File: src/hdl/tll_pkg.sv
// Shared widths, constants, types and helpers for the taxicab length limiter.
// Used by every module of the block; depends on nothing.
package tll_pkg;

  localparam int COMP_W     = 16;              // component width, signed
  localparam int FRAC_BITS  = 8;               // fraction bits (Q8.8)
  localparam int AXES       = 4;
  localparam int AX_W       = 2;               // axis index width
  localparam int MAG_W      = COMP_W;          // magnitude up to 2^(COMP_W-1)
  localparam int SUM_W      = COMP_W + 2;      // sum of four magnitudes
  localparam int LIMIT_W    = COMP_W + 1;
  localparam int DATA_W     = AXES * COMP_W;
  localparam int TDATA_W    = ((DATA_W + 7) / 8) * 8;

  // floor(x/3) = (x * DIV3_MUL) >> DIV3_SHIFT, exact for x < 2^SUM_W
  localparam int DIV3_SHIFT = SUM_W + 2;
  localparam int PROD_W     = SUM_W + DIV3_SHIFT;
  localparam logic [DIV3_SHIFT-1:0] DIV3_MUL =
    DIV3_SHIFT'(((65'd1 << DIV3_SHIFT) + 65'd2) / 65'd3);

  localparam logic [LIMIT_W-1:0] LIMIT_ONE = LIMIT_W'(1) << FRAC_BITS;

  typedef logic [COMP_W-1:0] comp_t;
  typedef comp_t [AXES-1:0]  comp_vec_t;
  typedef logic [MAG_W-1:0]  mag_t;
  typedef mag_t [AXES-1:0]   mag_vec_t;
  typedef logic [AX_W-1:0]   axis_t;
  typedef axis_t [AXES-1:0]  axis_vec_t;
  typedef logic [SUM_W-1:0]  sum_t;

  // reduction steps, smallest magnitude first
  localparam axis_t STEP_QUARTER = 2'd0;
  localparam axis_t STEP_THIRD   = 2'd1;
  localparam axis_t STEP_HALF    = 2'd2;
  localparam axis_t STEP_LAST    = 2'd3;

  typedef struct packed {
    mag_vec_t        mag;      // per axis, reduced in place
    logic [AXES-1:0] neg;      // original sign per axis
    axis_vec_t       ord;      // axes by ascending magnitude
    sum_t            excess;   // remaining excess, zero if not limited
    sum_t            share;    // excess/3, filled in ahead of the second step
    logic            limited;
  } work_t;

  function automatic sum_t mag_sum(input mag_vec_t m);
    sum_t s;
    s = '0;
    for (int a = 0; a < AXES; a++) begin
      s = s + SUM_W'(m[a]);
    end
    return s;
  endfunction

endpackage

File: src/hdl/taxicab_length_limiter_4d.sv
// Top level of the four-axis taxicab length limiter.
// Instantiates tll_front, tll_step, tll_div3 and tll_back; depends on tll_pkg.
//
//   channel   direction  ports                           contents
//   s_*       in         s_tvalid s_tready s_tdata       x_in, y_in, z_in, w_in
//   m_*       out        m_tvalid m_tready m_tdata/tuser x_out..w_out, was_limited
//   cfg_*     in         cfg_we cfg_wdata                length_limit
//
// One word per cycle sustained while m_tready stays high; eight register
// stages: two front stages (magnitudes, then ranking and excess), the four
// reduction steps with the divide-by-three stage ahead of the second, and the
// output register. Synchronous reset empties every stage and sets the limit
// to 1.0. A stall on m_tready holds each full stage; bubbles still drain
// forward, so s_tready stays high while any stage has room.
module taxicab_length_limiter_4d import tll_pkg::*; (
  input  logic               clk,
  input  logic               rst,
  // slave side
  input  logic               s_tvalid,
  output logic               s_tready,
  input  logic [TDATA_W-1:0] s_tdata,   // x_in, y_in, z_in, w_in (16 bits each)
  // master side
  output logic               m_tvalid,
  input  logic               m_tready,
  output logic [TDATA_W-1:0] m_tdata,   // x_out, y_out, z_out, w_out (16 bits each)
  output logic               m_tuser,   // was_limited
  // configuration
  input  logic               cfg_we,
  input  logic [LIMIT_W-1:0] cfg_wdata  // length_limit, Q9.8
);

  logic [LIMIT_W-1:0] length_limit;

  comp_vec_t in_comp;
  comp_vec_t out_comp;
  logic      out_limited;

  // stage links: front -> step0 -> div3 -> step1 -> step2 -> step3 -> back
  logic  fr_valid, fr_ready;
  work_t fr_work;
  logic  q_valid, q_ready;
  work_t q_work;
  logic  t_valid, t_ready;
  work_t t_work;
  logic  h_valid, h_ready;
  work_t h_work;
  logic  l2_valid, l2_ready;
  work_t l2_work;
  logic  l3_valid, l3_ready;
  work_t l3_work;

  // limit register; to be written only while the pipeline is empty (the user's duty; the block does not enforce it)
  always_ff @(posedge clk) begin
    if (rst) begin
      length_limit <= LIMIT_ONE;
    end else if (cfg_we) begin
      length_limit <= cfg_wdata;
    end
  end

  always_comb begin
    for (int a = 0; a < AXES; a++) begin
      in_comp[a] = s_tdata[a*COMP_W +: COMP_W];
    end
  end

  tll_front u_front (
    .clk       (clk),
    .rst       (rst),
    .in_valid  (s_tvalid),
    .in_ready  (s_tready),
    .in_comp   (in_comp),
    .limit     (length_limit),
    .out_valid (fr_valid),
    .out_ready (fr_ready),
    .out_work  (fr_work)
  );

  // smallest axis takes up to a quarter of the excess
  tll_step u_step_quarter (
    .clk       (clk),
    .rst       (rst),
    .step_idx  (STEP_QUARTER),
    .in_valid  (fr_valid),
    .in_ready  (fr_ready),
    .in_work   (fr_work),
    .out_valid (q_valid),
    .out_ready (q_ready),
    .out_work  (q_work)
  );

  tll_div3 u_div3 (
    .clk       (clk),
    .rst       (rst),
    .in_valid  (q_valid),
    .in_ready  (q_ready),
    .in_work   (q_work),
    .out_valid (t_valid),
    .out_ready (t_ready),
    .out_work  (t_work)
  );

  tll_step u_step_third (
    .clk       (clk),
    .rst       (rst),
    .step_idx  (STEP_THIRD),
    .in_valid  (t_valid),
    .in_ready  (t_ready),
    .in_work   (t_work),
    .out_valid (h_valid),
    .out_ready (h_ready),
    .out_work  (h_work)
  );

  tll_step u_step_half (
    .clk       (clk),
    .rst       (rst),
    .step_idx  (STEP_HALF),
    .in_valid  (h_valid),
    .in_ready  (h_ready),
    .in_work   (h_work),
    .out_valid (l2_valid),
    .out_ready (l2_ready),
    .out_work  (l2_work)
  );

  // largest axis takes whatever excess is left
  tll_step u_step_last (
    .clk       (clk),
    .rst       (rst),
    .step_idx  (STEP_LAST),
    .in_valid  (l2_valid),
    .in_ready  (l2_ready),
    .in_work   (l2_work),
    .out_valid (l3_valid),
    .out_ready (l3_ready),
    .out_work  (l3_work)
  );

  tll_back u_back (
    .clk         (clk),
    .rst         (rst),
    .in_valid    (l3_valid),
    .in_ready    (l3_ready),
    .in_work     (l3_work),
    .out_valid   (m_tvalid),
    .out_ready   (m_tready),
    .out_comp    (out_comp),
    .out_limited (out_limited)
  );

  assign m_tdata = TDATA_W'(out_comp);
  assign m_tuser = out_limited;

endmodule

File: src/hdl/tll_front.sv
// Front of the limiter pipeline: magnitudes and length, then ranking and excess.
// Two register stages; depends on tll_pkg.
module tll_front import tll_pkg::*; (
  input  logic                 clk,
  input  logic                 rst,
  input  logic                 in_valid,
  output logic                 in_ready,
  input  comp_vec_t            in_comp,
  input  logic [LIMIT_W-1:0]   limit,
  output logic                 out_valid,
  input  logic                 out_ready,
  output work_t                out_work
);

  logic            s1_valid;
  mag_vec_t        s1_mag;
  logic [AXES-1:0] s1_neg;
  sum_t            s1_total;
  logic            s1_ready;

  logic            s2_valid;
  work_t           s2_work;
  logic            s2_ready;

  mag_vec_t        abs_mag;
  logic [AXES-1:0] abs_neg;
  axis_vec_t       rank;
  work_t           s2_work_next;

  assign s2_ready = !s2_valid || out_ready;
  assign s1_ready = !s1_valid || s2_ready;
  assign in_ready = s1_ready;

  // stage 1: absolute values
  always_comb begin
    for (int a = 0; a < AXES; a++) begin
      abs_neg[a] = in_comp[a][COMP_W-1];
      abs_mag[a] = abs_neg[a] ? mag_t'(-in_comp[a]) : mag_t'(in_comp[a]);
    end
  end

  always_ff @(posedge clk) begin
    if (rst) begin
      s1_valid <= 1'b0;
    end else if (s1_ready) begin
      s1_valid <= in_valid;
    end
    if (s1_ready && in_valid) begin
      s1_mag   <= abs_mag;
      s1_neg   <= abs_neg;
      s1_total <= mag_sum(abs_mag);
    end
  end

  // stage 2: rank by magnitude, ties to lower axis; excess over the limit
  always_comb begin
    for (int a = 0; a < AXES; a++) begin
      rank[a] = '0;
      for (int b = 0; b < AXES; b++) begin
        if ((s1_mag[b] < s1_mag[a]) || ((s1_mag[b] == s1_mag[a]) && (b < a))) begin
          rank[a] = rank[a] + AX_W'(1);
        end
      end
    end
    s2_work_next         = '0;
    s2_work_next.mag     = s1_mag;
    s2_work_next.neg     = s1_neg;
    for (int r = 0; r < AXES; r++) begin
      for (int a = 0; a < AXES; a++) begin
        if (rank[a] == AX_W'(r)) begin
          s2_work_next.ord[r] = AX_W'(a);
        end
      end
    end
    s2_work_next.limited = s1_total > SUM_W'(limit);
    s2_work_next.excess  = s2_work_next.limited ? (s1_total - SUM_W'(limit)) : '0;
    s2_work_next.share   = '0;
  end

  always_ff @(posedge clk) begin
    if (rst) begin
      s2_valid <= 1'b0;
    end else if (s2_ready) begin
      s2_valid <= s1_valid;
    end
    if (s2_ready && s1_valid) begin
      s2_work <= s2_work_next;
    end
  end

  assign out_valid = s2_valid;
  assign out_work  = s2_work;

endmodule

File: src/hdl/tll_div3.sv
// Pipeline stage that works out a third of the remaining excess by reciprocal.
// Depends on tll_pkg.
module tll_div3 import tll_pkg::*; (
  input  logic  clk,
  input  logic  rst,
  input  logic  in_valid,
  output logic  in_ready,
  input  work_t in_work,
  output logic  out_valid,
  input  logic  out_ready,
  output work_t out_work
);

  logic              valid;
  work_t             work;
  work_t             work_next;
  logic [PROD_W-1:0] prod;

  assign in_ready = !valid || out_ready;

  always_comb begin
    prod            = PROD_W'(in_work.excess) * PROD_W'(DIV3_MUL);
    work_next       = in_work;
    work_next.share = prod[DIV3_SHIFT +: SUM_W];
  end

  always_ff @(posedge clk) begin
    if (rst) begin
      valid <= 1'b0;
    end else if (in_ready) begin
      valid <= in_valid;
    end
    if (in_ready && in_valid) begin
      work <= work_next;
    end
  end

  assign out_valid = valid;
  assign out_work  = work;

endmodule

File: src/hdl/tll_step.sv
// One reduction step: takes a share of the excess off the axis of this rank.
// Register stage, used four times; depends on tll_pkg.
module tll_step import tll_pkg::*; (
  input  logic  clk,
  input  logic  rst,
  input  axis_t step_idx,
  input  logic  in_valid,
  output logic  in_ready,
  input  work_t in_work,
  output logic  out_valid,
  input  logic  out_ready,
  output work_t out_work
);

  logic  valid;
  work_t work;
  work_t work_next;
  axis_t axis;
  mag_t  mag_cur;
  sum_t  share;
  sum_t  take;

  assign in_ready = !valid || out_ready;

  always_comb begin
    axis = in_work.ord[step_idx];
    case (step_idx)
      STEP_QUARTER: share = in_work.excess >> 2;
      STEP_THIRD:   share = in_work.share;
      STEP_HALF:    share = in_work.excess >> 1;
      default:      share = in_work.excess;
    endcase
    mag_cur = in_work.mag[axis];
    // axis no larger than the share goes to zero, else drops by the share
    take = (SUM_W'(mag_cur) <= share) ? SUM_W'(mag_cur) : share;
    work_next           = in_work;
    work_next.mag[axis] = mag_cur - MAG_W'(take);
    work_next.excess    = in_work.excess - take;
  end

  always_ff @(posedge clk) begin
    if (rst) begin
      valid <= 1'b0;
    end else if (in_ready) begin
      valid <= in_valid;
    end
    if (in_ready && in_valid) begin
      work <= work_next;
    end
  end

  assign out_valid = valid;
  assign out_work  = work;

  a_excess_falls: assert property (@(posedge clk) disable iff (rst)
    (in_valid && in_ready) |=> (work.excess <= $past(in_work.excess)))
    else $error("excess grew across a reduction step");

  a_unlimited_no_excess: assert property (@(posedge clk) disable iff (rst)
    (valid && !work.limited) |-> (work.excess == '0))
    else $error("excess left on a word that was within the limit");

  a_balance: assert property (@(posedge clk) disable iff (rst)
    (in_valid && in_ready) |=>
      ((mag_sum(work.mag) - work.excess) ==
       $past(mag_sum(in_work.mag) - in_work.excess)))
    else $error("magnitude removed differs from excess removed");

endmodule

File: src/hdl/tll_back.sv
// Output stage: restores signs and holds the result word for the master side.
// Depends on tll_pkg.
module tll_back import tll_pkg::*; (
  input  logic      clk,
  input  logic      rst,
  input  logic      in_valid,
  output logic      in_ready,
  input  work_t     in_work,
  output logic      out_valid,
  input  logic      out_ready,
  output comp_vec_t out_comp,
  output logic      out_limited
);

  logic      valid;
  comp_vec_t comp;
  comp_vec_t comp_next;
  logic      limited;

  assign in_ready = !valid || out_ready;

  always_comb begin
    for (int a = 0; a < AXES; a++) begin
      comp_next[a] = in_work.neg[a] ? comp_t'(-in_work.mag[a]) : comp_t'(in_work.mag[a]);
    end
  end

  always_ff @(posedge clk) begin
    if (rst) begin
      valid <= 1'b0;
    end else if (in_ready) begin
      valid <= in_valid;
    end
    if (in_ready && in_valid) begin
      comp    <= comp_next;
      limited <= in_work.limited;
    end
  end

  assign out_valid   = valid;
  assign out_comp    = comp;
  assign out_limited = limited;

endmodule

File: config.mk
export PLATFORM = sky130hd
export DESIGN_NAME = taxicab_length_limiter_4d
export DESIGN_NICKNAME = d
export VERILOG_FILES = /design/src/hdl/tll_pkg.sv /design/src/hdl/taxicab_length_limiter_4d.sv /design/src/hdl/tll_front.sv /design/src/hdl/tll_div3.sv /design/src/hdl/tll_step.sv /design/src/hdl/tll_back.sv
export SDC_FILE = /design/constraint.sdc
export NUM_CORES = 2
export LEC_CHECK = 0
export ABC_CLOCK_PERIOD_IN_PS = 10300
export BUFFER_PORTS_ARGS = -buffer_cell sky130_fd_sc_hd__buf_2
export CAP_MARGIN = 40
export CORE_ASPECT_RATIO = 0.7
export CORE_MARGIN = 3
export CORE_UTILIZATION = 59
export CTS_BUF_LIST = sky130_fd_sc_hd__clkbuf_2
export CTS_CLUSTER_DIAMETER = 50
export DETAILED_ROUTE_END_ITERATION = 12
export PLACE_DENSITY = 0.79
export SKIP_LAST_GASP = 1
export SYNTH_ARGS = -nofsm -noshare
export SYNTH_HDL_FRONTEND = slang
export SYNTH_SLANG_ARGS = --single-unit
File: constraint.sdc
create_clock -name clk -period 10.3 [get_ports clk]
set_input_delay 2.06 -clock clk [delete_from_list [all_inputs] [get_ports clk]]
set_output_delay 2.06 -clock clk [all_outputs]
set_load 0.01 [all_outputs]
==> metrics.txt <==
sequential fraction of the synthesis area 0.456; Vias/cell 6.00; drc violations 0; drt pass-1 iters 6; hpwl dp 95.3 mm; Top Ports around 150; largest net degree at the start of global routing 74; final RePlAce weighted congestion roughly 0.98; syn_area_per_cell ~11 um^2; startpoint class of the critical path register; worst hold path type register to register; Routed WL per cell 21.2 um; Tcrit/Tclk final 0.648; total core area around 78000 um^2; Synth cell types 73; MaxCap Viol Count 0; skew final 0.111 ns; Port Buf Inserts roughly 150; post-cts hold buffer count 0; Syn Inst Count between 4000 and 5000; Synth Register Bits between 700 and 800; worst-margin pin slew roughly 0.95 ns; Crit Path Max Fanout 30; Root Buffer clkbuf_2; Congestion Overflow GR 0; number of fill cells around 6000; Setup Viol. Count Final 0; Async SR Flop Fraction 0; Synth Flop Type edfxtp_1; H-tree levels 4; Pins Over Slew Limit 0; First DRT Iteration DRCs between 3000 and 4000; CTS tree done; Area growth syn-to-layout 8.11%; Critical Path RT 11.34 ns; initial antenna violation count 5; fin nets between 5000 and 6000; commonest cells after routing, fill and taps aside edfxtp_1 (698), ha_1 (491), inv_1 (482), nand2_1 (395), o21ai_0 (356); commonest non-fill, non-tap cell in the layout edfxtp_1; TritonCTS Buffers 170; Slew Limit Headroom 0.369; fraction of layout cells with a size suffix above 1 0.128; initial core utilization 0.603; critical path endpoint category register; worst hold margin roughly 0.37 ns; Tmin final about 6.7 ns; vias post-DR 34000; clk sinks around 720; final hold vios 0; postcts setup bufs 0; WL final roughly 120 mm; FMAX 0.150 GHz; Post-Syn Area 47000 um^2; CTS resizes 0; Die ar. 83200 um^2; warnings from Yosys 0; number of synthesized flops with an enable pin about 700; # rows 85; RSZ-0062 raised after global routing no; Die H between 200 and 250 um; Die Width 343 um; global-route wire length before repair 186 mm; Total GRT Usage 0.292; clock slew at reported path FFs 0.12 ns; CP Class register to register; outcome finished clean; setup TNS 0 ns; critical path data arrival time between 7 and 8 ns; worst-case clock buffer depth 3; number of global-route vias before repair about 33000; clk_lat worst skew about 1.4 ns; antenna viol nets, final 0
[state kept, by name (all words and copies together) (netlist names), 4 cells and up]
register and cells:
length_limit 17, u_back.out_comp 64, u_div3.out_work 110, u_front.out_work 95, u_front.s1_mag 64, u_front.s1_neg 4
u_front.s1_total 18, u_step_half.out_work 89, u_step_last.out_work 69, u_step_quarter.out_work 93, u_step_third.out_work 91
[cell families after synthesis]
| kind of cell | share of synthesized area |
|---|---|
| simple gates | 0.101 |
| compound gates | 0.120 |
| flops | 0.456 |
| fa+ha+maj | 0.188 |
| buf+inv | 0.0475 |
| xor+xnor | 0.0453 |
| mux | 0.0423 |
| other cells | 0.0000797 |
[metal layers]
layer | global-route usage | share of wire
met3 | 0.0738 | 0.11
met4 | 0.0866 | 0.025
met1 | 0.439 | 0.44
met5 | 0 | 0
met2 | 0.416 | 0.42
[worst paths after layout]
path                                                    startpoint                                  end  slack (ns)  depth (start not counted)
worst max-delay path            u_step_half.out_work[43]$_DFFE_PP_   u_step_last.out_work[75]$_DFFE_PP_        3.63                         20
worst min-delay path                 u_div3.out_work[41]$_DFFE_PP_  u_step_third.out_work[41]$_DFFE_PP_        0.37                          0
worst min register to register       u_div3.out_work[41]$_DFFE_PP_  u_step_third.out_work[41]$_DFFE_PP_        0.37                          0
worst max register to register  u_step_half.out_work[43]$_DFFE_PP_   u_step_last.out_work[75]$_DFFE_PP_        3.63                         20
[metrics by stage]
stage	worst slack, ns	util	area (um^2)	std cells
floorplan	1.97	-	47000	4232
detailed placement	3.10	0.632	49200	5362
global route	3.41	0.652	50800	5668
finish	3.63	0.652	50800	5669
CTS	3.83	0.652	50800	5664
global placement	3.17	0.628	49000	5348
[layout make-up]
class | instances | area (um^2) | share of cell area
flip-flops and latches | 723 | 21500 | 0.422
repair buffers | 194 | 1240 | 0.0243
clock buffers | 244 | 1220 | 0.0240
inverters | 482 | 1810 | 0.0356
well taps | 1044 | 1310 | 0.0257
multi-input cells | 2919 | 23400 | 0.461
diodes | 5 | 12.5 | 0.000246
clock inverters | 58 | 377 | 0.00741
[critical path: stages (launching register included)]
cell and delay [ns]:
edfxtp_1 0.35, buf_4 0.37, mux4_2 0.61, ha_1 0.32, a21o_1 0.19, a21o_1 0.18, a221o_1 0.30, a221o_1 0.36
a21oi_1 0.18, or2_2 0.48, mux2_2 0.39, ha_1 0.20, fa_1 0.41, nor2b_1 0.13, o21ai_0 0.12, a21boi_0 0.24
o21ai_0 0.19, a21oi_1 0.26, o21a_1 0.19, nor3_1 0.09, o31ai_1 0.76
[cells in the mapped netlist (all sizes together) (76+ instances only)]
library cell	number	area (um^2)
inv	482	1810
fa	134	2680
xnor2	171	1500
ha	491	6140
a21o	91	683
o21ai	363	1820
nand2	395	1480
nor2	226	848
a21oi	190	955
edfxtp	698	21000
clkbuf	89	334
nor3	76	380
Power is left out: the tool's default activity adds up to more than one toggle a clock period on the data nets, which glitch-free logic cannot reach.
